===== config.mk =====
export PLATFORM = sky130hd
export DESIGN_NAME = rgb_pixel_pulse_encoder_top
export DESIGN_NICKNAME = d
export VERILOG_FILES = /design/src/sv/rpe_pkg.sv /design/src/sv/rpe_front.sv /design/src/sv/rpe_fifo.sv /design/src/sv/rpe_back.sv /design/src/sv/rgb_pixel_pulse_encoder_top.sv
export SDC_FILE = /design/constraint.sdc
export NUM_CORES = 1
export LEC_CHECK = 0
export BUFFER_PORTS_ARGS = -buffer_cell sky130_fd_sc_hd__buf_2
export CORE_MARGIN = 1
export CORE_UTILIZATION = 65
export CTS_BUF_LIST = sky130_fd_sc_hd__clkbuf_16
export DETAILED_ROUTE_END_ITERATION = 12
export GPL_ROUTABILITY_DRIVEN = 0
export HOLD_SLACK_MARGIN = 0.06
export PLACE_DENSITY = 0.84
export SETUP_SLACK_MARGIN = 0.15
export SYNTH_ARGS = -nofsm -noshare
export SYNTH_HDL_FRONTEND = slang
export SYNTH_SLANG_ARGS = --single-unit

===== constraint.sdc =====
create_clock -name clk -period 7.72 [get_ports clk]
set_input_delay 1.158 -clock clk [delete_from_list [all_inputs] [get_ports clk]]
set_output_delay 1.158 -clock clk [all_outputs]
set_load 0.02 [all_outputs]

===== src/sv/rpe_pkg.sv =====
// ----------------------------------------------------------------------------
// rpe_pkg
// Shared types, constants and helper functions for the RGB pixel pulse
// encoder: field widths, register indexes, symbol timing and queue sizing.
// ----------------------------------------------------------------------------
package rpe_pkg;

  // Field widths.
  localparam int SLOT_W    = 4;
  localparam int COLOR_W   = 8;
  localparam int PROD_W    = 2 * COLOR_W;
  localparam int ORDER_W   = 6;
  localparam int SEL_W     = 2;
  localparam int WORD_W    = 3 * COLOR_W;
  localparam int BITNUM_W  = 5;
  localparam int TICK_W    = 4;
  localparam int CFG_IDX_W = 2;
  localparam int CFG_DAT_W = 8;

  // Number of LEDs in the chain; pixels addressed at or above it are dropped.
  localparam int LED_SLOTS = 16;

  // Symbols per pixel and the position of the final one.
  localparam int                SYMBOLS  = WORD_W;
  localparam logic [BITNUM_W-1:0] LAST_BIT = BITNUM_W'(SYMBOLS - 1);

  // Pulse timing in ticks.
  localparam logic [TICK_W-1:0] ONE_HIGH  = 4'd8;
  localparam logic [TICK_W-1:0] ONE_LOW   = 4'd4;
  localparam logic [TICK_W-1:0] ZERO_HIGH = 4'd4;
  localparam logic [TICK_W-1:0] ZERO_LOW  = 4'd8;

  // Configuration register indexes.
  localparam logic [CFG_IDX_W-1:0] CFG_BRIGHTNESS    = 2'd0;
  localparam logic [CFG_IDX_W-1:0] CFG_CHANNEL_ORDER = 2'd1;

  // Register reset values: full brightness, GRB wire order.
  localparam logic [COLOR_W-1:0] BRIGHTNESS_RESET    = 8'd255;
  localparam logic [ORDER_W-1:0] CHANNEL_ORDER_RESET = 6'd18;

  // Queue between the front and back parts.
  localparam int FIFO_DEPTH = 2;
  localparam int FIFO_PTR_W = (FIFO_DEPTH > 1) ? $clog2(FIFO_DEPTH) : 1;
  localparam int FIFO_CNT_W = $clog2(FIFO_DEPTH + 1);

  // One scaled pixel waiting to be sent.
  typedef struct packed {
    logic [SLOT_W-1:0] slot;
    logic [WORD_W-1:0] word;
  } pixel_word_t;

  // Queue status seen by the producer and the consumer.
  typedef struct packed {
    logic full;
    logic empty;
  } fifo_status_t;

  // Exact floor(p / 255) for p up to 255 * 255.
  function automatic logic [COLOR_W-1:0] div255(input logic [PROD_W-1:0] p);
    logic [PROD_W:0] sum;
    sum = {1'b0, p} + {1'b0, (p >> COLOR_W)} + (PROD_W + 1)'(1);
    return sum[PROD_W-1:COLOR_W];
  endfunction

endpackage


===== src/sv/rpe_front.sv =====
// ----------------------------------------------------------------------------
// rpe_front
// Accepts pixels, scales each color by the brightness register and packs the
// three scaled bytes into the wire word according to the channel order.
// ----------------------------------------------------------------------------
module rpe_front
  import rpe_pkg::*;
(
  input  logic                 clk,
  input  logic                 rst,
  input  logic                 in_valid,
  output logic                 in_stall,
  input  logic [SLOT_W-1:0]    pixel_slot,
  input  logic [COLOR_W-1:0]   red,
  input  logic [COLOR_W-1:0]   green,
  input  logic [COLOR_W-1:0]   blue,
  input  logic [COLOR_W-1:0]   brightness,
  input  logic [ORDER_W-1:0]   channel_order,
  input  fifo_status_t         fifo_status,
  output logic                 push,
  output pixel_word_t          push_data
);

  logic                 s1_valid;
  logic [SLOT_W-1:0]    s1_slot;
  logic [PROD_W-1:0]    prod_r;
  logic [PROD_W-1:0]    prod_g;
  logic [PROD_W-1:0]    prod_b;
  logic                 in_range;
  logic [COLOR_W-1:0]   scaled_r;
  logic [COLOR_W-1:0]   scaled_g;
  logic [COLOR_W-1:0]   scaled_b;
  logic [SEL_W-1:0]     sel_r;
  logic [SEL_W-1:0]     sel_g;
  logic [SEL_W-1:0]     sel_b;
  logic [COLOR_W-1:0]   wire_byte [3];

  // The multiply stage holds when its result cannot move into the queue.
  assign in_stall = s1_valid && fifo_status.full;
  assign push     = s1_valid && !fifo_status.full;
  assign in_range = 32'(pixel_slot) < LED_SLOTS;

  // Multiply stage: one 8x8 product per color.
  always_ff @(posedge clk) begin
    if (rst) begin
      s1_valid <= 1'b0;
    end else if (!in_stall) begin
      s1_valid <= in_valid && in_range;
    end
  end

  always_ff @(posedge clk) begin
    if (!in_stall && in_valid) begin
      s1_slot <= pixel_slot;
      prod_r  <= PROD_W'(red)   * PROD_W'(brightness);
      prod_g  <= PROD_W'(green) * PROD_W'(brightness);
      prod_b  <= PROD_W'(blue)  * PROD_W'(brightness);
    end
  end

  // Divide by 255 and route each color to its wire slot.
  assign scaled_r = div255(prod_r);
  assign scaled_g = div255(prod_g);
  assign scaled_b = div255(prod_b);
  assign sel_r    = channel_order[5:4];
  assign sel_g    = channel_order[3:2];
  assign sel_b    = channel_order[1:0];

  // Blue wins over green, green over red; an unnamed slot is zero.
  always_comb begin
    for (int i = 0; i < 3; i++) begin
      if (sel_b == SEL_W'(i)) begin
        wire_byte[i] = scaled_b;
      end else if (sel_g == SEL_W'(i)) begin
        wire_byte[i] = scaled_g;
      end else if (sel_r == SEL_W'(i)) begin
        wire_byte[i] = scaled_r;
      end else begin
        wire_byte[i] = '0;
      end
    end
  end

  assign push_data.slot = s1_slot;
  assign push_data.word = {wire_byte[0], wire_byte[1], wire_byte[2]};

endmodule


===== src/sv/rpe_fifo.sv =====
// ----------------------------------------------------------------------------
// rpe_fifo
// Short queue of packed pixel words between the front and back parts, so
// each side can stall on its own.
// ----------------------------------------------------------------------------
module rpe_fifo
  import rpe_pkg::*;
(
  input  logic          clk,
  input  logic          rst,
  input  logic          push,
  input  pixel_word_t   push_data,
  input  logic          pop,
  output pixel_word_t   head,
  output fifo_status_t  status
);

  pixel_word_t             mem [FIFO_DEPTH];
  logic [FIFO_PTR_W-1:0]   wr_ptr;
  logic [FIFO_PTR_W-1:0]   rd_ptr;
  logic [FIFO_CNT_W-1:0]   count;

  assign status.full  = count == FIFO_CNT_W'(FIFO_DEPTH);
  assign status.empty = count == '0;
  assign head         = mem[rd_ptr];

  // Storage write.
  always_ff @(posedge clk) begin
    if (push) begin
      mem[wr_ptr] <= push_data;
    end
  end

  // Pointer and occupancy update.
  always_ff @(posedge clk) begin
    if (rst) begin
      wr_ptr <= '0;
      rd_ptr <= '0;
      count  <= '0;
    end else begin
      if (push) begin
        wr_ptr <= (32'(wr_ptr) == FIFO_DEPTH - 1) ? '0 : wr_ptr + 1'b1;
      end
      if (pop) begin
        rd_ptr <= (32'(rd_ptr) == FIFO_DEPTH - 1) ? '0 : rd_ptr + 1'b1;
      end
      case ({push, pop})
        2'b10:   count <= count + 1'b1;
        2'b01:   count <= count - 1'b1;
        default: count <= count;
      endcase
    end
  end

  // The front never writes into a full queue.
  a_no_overflow: assert property (@(posedge clk) disable iff (rst)
    !(push && status.full))
    else $error("queue written while full");

  // The back never reads an empty queue.
  a_no_underflow: assert property (@(posedge clk) disable iff (rst)
    !(pop && status.empty))
    else $error("queue read while empty");

endmodule


===== src/sv/rpe_back.sv =====
// ----------------------------------------------------------------------------
// rpe_back
// Serializes each queued pixel word into 24 pulse symbols, most significant
// bit first, through a registered output stage.
// ----------------------------------------------------------------------------
module rpe_back
  import rpe_pkg::*;
(
  input  logic                  clk,
  input  logic                  rst,
  input  pixel_word_t           head,
  input  fifo_status_t          fifo_status,
  output logic                  pop,
  output logic                  out_valid,
  input  logic                  out_stall,
  output logic [SLOT_W-1:0]     slot_out,
  output logic [BITNUM_W-1:0]   bit_number,
  output logic [TICK_W-1:0]     high_ticks,
  output logic [TICK_W-1:0]     low_ticks,
  output logic                  last_symbol
);

  logic                  busy;
  logic [WORD_W-1:0]     word;
  logic [SLOT_W-1:0]     slot;
  logic [BITNUM_W-1:0]   cnt;
  logic                  advance;
  logic                  have_src;
  logic                  emit;
  logic [WORD_W-1:0]     src_word;
  logic [SLOT_W-1:0]     src_slot;
  logic [BITNUM_W-1:0]   src_cnt;
  logic                  src_bit;

  // The output register may load when empty or when its symbol is taken.
  assign advance  = !out_valid || !out_stall;
  assign have_src = busy || !fifo_status.empty;
  assign emit     = advance && have_src;
  assign pop      = emit && !busy;

  // Symbol source: the pixel in flight, or a fresh one from the queue.
  assign src_word = busy ? word : head.word;
  assign src_slot = busy ? slot : head.slot;
  assign src_cnt  = busy ? cnt  : '0;
  assign src_bit  = src_word[WORD_W-1];

  // Serializer state.
  always_ff @(posedge clk) begin
    if (rst) begin
      busy <= 1'b0;
    end else if (emit) begin
      busy <= src_cnt != LAST_BIT;
    end
  end

  always_ff @(posedge clk) begin
    if (emit) begin
      word <= src_word << 1;
      slot <= src_slot;
      cnt  <= src_cnt + 1'b1;
    end
  end

  // Output register.
  always_ff @(posedge clk) begin
    if (rst) begin
      out_valid <= 1'b0;
    end else if (advance) begin
      out_valid <= have_src;
    end
  end

  always_ff @(posedge clk) begin
    if (emit) begin
      slot_out    <= src_slot;
      bit_number  <= src_cnt;
      high_ticks  <= src_bit ? ONE_HIGH : ZERO_HIGH;
      low_ticks   <= src_bit ? ONE_LOW  : ZERO_LOW;
      last_symbol <= src_cnt == LAST_BIT;
    end
  end

  // While a pixel is in flight the next symbol index is between 1 and 23.
  a_cnt_range: assert property (@(posedge clk) disable iff (rst)
    busy |-> (cnt != '0 && cnt <= LAST_BIT))
    else $error("serializer count out of range");

  // Sending the final symbol of a pixel ends that pixel.
  a_last_ends: assert property (@(posedge clk) disable iff (rst)
    (emit && src_cnt == LAST_BIT) |=> !busy)
    else $error("serializer still busy after last symbol");

endmodule


===== src/sv/rgb_pixel_pulse_encoder_top.sv =====
// ----------------------------------------------------------------------------
// rgb_pixel_pulse_encoder_top
// Pulse symbol encoder for a chain of RGB LEDs: brightness scaling, wire
// channel ordering and expansion of each pixel into 24 timed pulse symbols.
// ----------------------------------------------------------------------------
// Each accepted pixel yields 24 output symbols, one per cycle while the
// output is not stalled; the bit serializer in the back part, which sends
// one symbol per cycle, sets that pace. The front part (a multiply stage,
// then divide-by-255 and channel routing) feeds a two-entry queue and keeps
// accepting pixels while the serializer works, until the queue is full.
// When the queue is empty, the first symbol of a pixel passes through the
// multiply stage register, the queue and the output register before it is
// presented. Pixels addressed at or beyond the chain length are accepted
// and produce no symbols. Register writes on the configuration port are
// always ready and should be made while idle.
module rgb_pixel_pulse_encoder_top
  import rpe_pkg::*;
(
  input  logic                   clk,
  input  logic                   rst,
  // Pixel input.
  input  logic                   in_valid,
  output logic                   in_stall,
  input  logic [SLOT_W-1:0]      pixel_slot,
  input  logic [COLOR_W-1:0]     red,
  input  logic [COLOR_W-1:0]     green,
  input  logic [COLOR_W-1:0]     blue,
  // Symbol output.
  output logic                   out_valid,
  input  logic                   out_stall,
  output logic [SLOT_W-1:0]      slot_out,
  output logic [BITNUM_W-1:0]    bit_number,
  output logic [TICK_W-1:0]      high_ticks,
  output logic [TICK_W-1:0]      low_ticks,
  output logic                   last_symbol,
  // Configuration writes.
  input  logic                   cfg_valid,
  output logic                   cfg_ready,
  input  logic [CFG_IDX_W-1:0]   cfg_index,
  input  logic [CFG_DAT_W-1:0]   cfg_data
);

  logic [COLOR_W-1:0]  brightness;
  logic [ORDER_W-1:0]  channel_order;
  logic                push;
  logic                pop;
  pixel_word_t         push_data;
  pixel_word_t         head;
  fifo_status_t        fifo_status;

  assign cfg_ready = 1'b1;

  // Configuration registers; unknown indexes are ignored.
  always_ff @(posedge clk) begin
    if (rst) begin
      brightness    <= BRIGHTNESS_RESET;
      channel_order <= CHANNEL_ORDER_RESET;
    end else if (cfg_valid && cfg_ready) begin
      case (cfg_index)
        CFG_BRIGHTNESS:    brightness    <= cfg_data[COLOR_W-1:0];
        CFG_CHANNEL_ORDER: channel_order <= cfg_data[ORDER_W-1:0];
        default: ;
      endcase
    end
  end

  rpe_front u_front (
    .clk           (clk),
    .rst           (rst),
    .in_valid      (in_valid),
    .in_stall      (in_stall),
    .pixel_slot    (pixel_slot),
    .red           (red),
    .green         (green),
    .blue          (blue),
    .brightness    (brightness),
    .channel_order (channel_order),
    .fifo_status   (fifo_status),
    .push          (push),
    .push_data     (push_data)
  );

  rpe_fifo u_fifo (
    .clk       (clk),
    .rst       (rst),
    .push      (push),
    .push_data (push_data),
    .pop       (pop),
    .head      (head),
    .status    (fifo_status)
  );

  rpe_back u_back (
    .clk         (clk),
    .rst         (rst),
    .head        (head),
    .fifo_status (fifo_status),
    .pop         (pop),
    .out_valid   (out_valid),
    .out_stall   (out_stall),
    .slot_out    (slot_out),
    .bit_number  (bit_number),
    .high_ticks  (high_ticks),
    .low_ticks   (low_ticks),
    .last_symbol (last_symbol)
  );

endmodule


==> impl_metrics.ini <==
[outcome]
outcome = finished, final reports clean

[routing]
drt_iter0_drc = 546
vias = 9105
avgRoutedWirePerCell_um = 16.52
wl_met2_um = 13330
routed_via_density = 5.705
first_pass_iters = 6
drt-total-wl_um = 26370
postRouteAntennaNets = 0
drc = 0
met3WireLength_um = 1251
drt-met1-wl_um = 11250
topRoutingLayerUsed = met4

[critical_path]
path_max_fanout = 25
critPathKind = register to register
reg2regPathDepth = 16
crit_chain = nand2_1, fa_1, fa_1, inv_1, fa_1, inv_1, fa_1, inv_1, ha_1, o21a_1, o31a_1, o211ai_2, a21oi_1, a2111oi_4, a21oi_1, xnor2_1
cpMostUsedCell = fa_1
cp.arrival_ps = 5240
crit_path_start_kind = register
critPathMaxStageDelay_ps = 960
slowest_stage = dfxtp_1
worstPathRequired_ps = 7900
cp-end-kind = register

[placement]
dp_hpwl_um = 19900
place_ws_ps = 2312
place.port_buffers = 58

[synth]
yosys.area_share.simple = 0.1532
ys_warn_count = 0
syn_avg_cell_area_sq_um = 10.75
synth-edff-count = 148
ys_ff_latch = 170
netlist_area_sq_um = 13580
synth-compound-area-share = 0.08557
ys_seq_area_frac = 0.3596
yosys_most_used_dff = edfxtp_1
synth_top_family_by_area = adder cells
synth_mux_area_frac = 0.02395
async_flop_share = 0
synth.distinct_cells = 63
yosys.area_share.xor_xnor = 0.03933
synth_fa_ha_area_frac = 0.2798
synthCells = 1264

[timing]
skew_ps = 9.617
rsz0062_at_grt = false
fmax_mhz = 197.5
slew_headroom = 0.2488
hold_viol = 0
whs_ps = 453.9
tightest_slew_ps = 1122
finalMaxSlewViolations = 0
setup-violations-final = 0
setup_ws_ps = 2658
min_period_over_period = 0.6557
fin_setup_tns_ps = 0
period_needed_ps = 5062

[clock_tree]
cts_sinks = 170
numCtsBuffers = 17
root_buffer = clkbuf_16
cts_tree = yes
worstSkewPairLatency_ps = 430
cts_buffer_depth = 2
cts-resized-gates = 0
post_cts_buffers = 0
cts_max_level = 4
clk_pin_slew_worst_paths_ps = 70
hold_buffers = 0

[global_routing]
grt_pass1_wl_um = 44000
overflow = 0
groute.usage.overall = 0.2614
antenna_found_initial = 0
grt_pass1_vias = 9289
grt_max_degree = 56

[floorplan]
core_sq_um = 20360
fp.dieArea_sq_um = 21480
io-pin-count = 64
start_util = 0.6671
die_w_um = 146.6
std_cell_rows = 52
die_h_um = 146.6

[worst_hold_path]
min_path_type = register to register
hold_depth = 0

[power_and_ir_drop]
finalPower_mw = 6.142
p_leak_nw = 6.359
vdd_drop_max_mv = 0.2629
power_density_nw_per_um2 = 415.9

[layout]
diodes = 0
fill_cells = 1433
areaGrowthSynthToFinish_pct = 8.713
fin_nets = 1595
drive_gt1_frac = 0.09502

[flow_run]
maxCapViolCount = 0
==> layer usage <==
metal / global-route usage / vias to the layer above
met5: 0 / -
met1: 0.3287 / 4413
met3: 0.03969 / 46
li1: - / 4341
met4: 0.08281 / 0
met2: 0.4636 / 305
==> path summary, 6_finish.rpt <==
check | slack [ps] | from | endpoint
worst min register to register | 450 | u_front.s1_slot[3]$_DFFE_PP_ | u_fifo.mem[0][27]$_DFFE_PP_
worst max-delay path | 2660 | brightness[4]$_SDFFE_PP1P_ | u_front.prod_b[15]$_DFFE_PP_
worst min-delay path | 450 | u_front.s1_slot[3]$_DFFE_PP_ | u_fifo.mem[0][27]$_DFFE_PP_
worst max register to register | 2660 | brightness[4]$_SDFFE_PP1P_ | u_front.prod_b[15]$_DFFE_PP_
==> metrics by stage <==
stage	area (sq um)	utilization	cells
global placement	14130	0.6938	1564
finish	14770	0.7252	1596
detailed placement	14130	0.6938	1564
global route	14770	0.7252	1596
floorplan	13600	-	1267
CTS	14770	0.7252	1596
==> cells in the mapped netlist (5+ instances only) <==
master	number	area (sq um)
clkbuf_1	27	101.4
xnor2_1	44	385.4
o21ai_1	5	25.02
fa_1	108	2162
and3_1	6	37.54
o221a_1	6	67.56
ha_1	131	1639
buf_4	7	52.55
nor2_1	47	176.4
dfxtp_1	22	440.4
xor2_1	17	148.9
or3_1	7	43.79
and2_1	162	1013
o21a_1	12	90.09
nand2_1	102	382.9
o21ai_0	36	180.2
edfxtp_1	148	4444
a21oi_1	52	260.3
nand3_1	17	85.08
nand2b_1	8	50.05
o221ai_1	9	78.83
a211o_1	10	87.58
or2_2	5	31.28
inv_1	160	600.6
mux2i_1	28	280.3
nor2b_1	16	100.1
nor3_1	6	30.03
==> layout by cell type, fill, tap and decap left out, types with 4 or more instances in the layout <==
cell type / synthesis / routed
o211ai_1: 4 / 4
nor3_1: 6 / 6
o21ai_1: 5 / 5
o21a_1: 12 / 12
and3_1: 6 / 6
nor2b_1: 16 / 15
fa_1: 108 / 108
o21ai_0: 36 / 36
buf_4: 7 / 9
nand2_1: 102 / 102
buf_2: 1 / 58
o221ai_1: 9 / 9
a21oi_1: 52 / 51
nand4_1: 4 / 4
ha_1: 131 / 131
xnor2_1: 44 / 44
or2_2: 5 / 5
nand2b_1: 8 / 8
xor2_1: 17 / 17
clkbuf_16: 0 / 17
and2_1: 162 / 162
o221a_1: 6 / 6
dfxtp_1: 22 / 22
mux2_2: 4 / 4
inv_1: 160 / 160
conb_1: 2 / 5
a211o_1: 10 / 10
clkinv_8: 0 / 4
mux2i_1: 28 / 28
edfxtp_1: 148 / 148
nor2_1: 47 / 46
or3_1: 7 / 7
nand3_1: 17 / 17
==> state kept, by name, summed over array words and instances, names as in the netlist, 5 cells and up, named ones only <==
signal             flops
u_fifo.mem            56
u_back.word           23
u_front.prod_b        16
u_front.prod_g        16
u_front.prod_r        16
brightness             8
channel_order          6
u_back.bit_number      5
u_back.cnt             5
==> area by class of cell <==
type	instances	area [sq um]	share of cell area
Clock buffer	17	425.4	0.02881
Clock inverter	15	212.7	0.01440
Inverter	160	600.6	0.04067
Multi-Input combinational cell	897	7949	0.5383
Sequential cell	170	4885	0.3308
Tap cell	270	337.8	0.02288
Timing Repair Buffer	67	357.8	0.02423
==> where the power goes <==
group          switching (mW)  internal, mW  total [mW]
combinational            2.00          1.49        3.49
sequential              0.182          1.58        1.77
clock                   0.409         0.477       0.886
total                    2.59          3.55        6.14
==> kinds of logic (layout without fill, tap and decap cells) <==
group | Yosys count | count (layout)
muxes | 32 | 32
buffers and inverters | 200 | 259
DFF | 170 | 170
adders and majority gates | 239 | 239
other | 2 | 5
and+or+nand+nor | 393 | 393
AOI/OAI and AO/OA | 167 | 167
xor gates and xnor gates | 61 | 61
==> critical path, delay by kind of cell (launching register included) <==
| family | cells | cell delay, ps |
|---|---|---|
| buffers and inverters | 3 | 140 |
| adders and majority gates | 5 | 2340 |
| DFF | 1 | 960 |
| xor gates and xnor gates | 1 | 140 |
| AOI/OAI and AO/OA | 6 | 1050 |
| and+or+nand+nor | 1 | 180 |
Power figures use the tool's default switching activity.
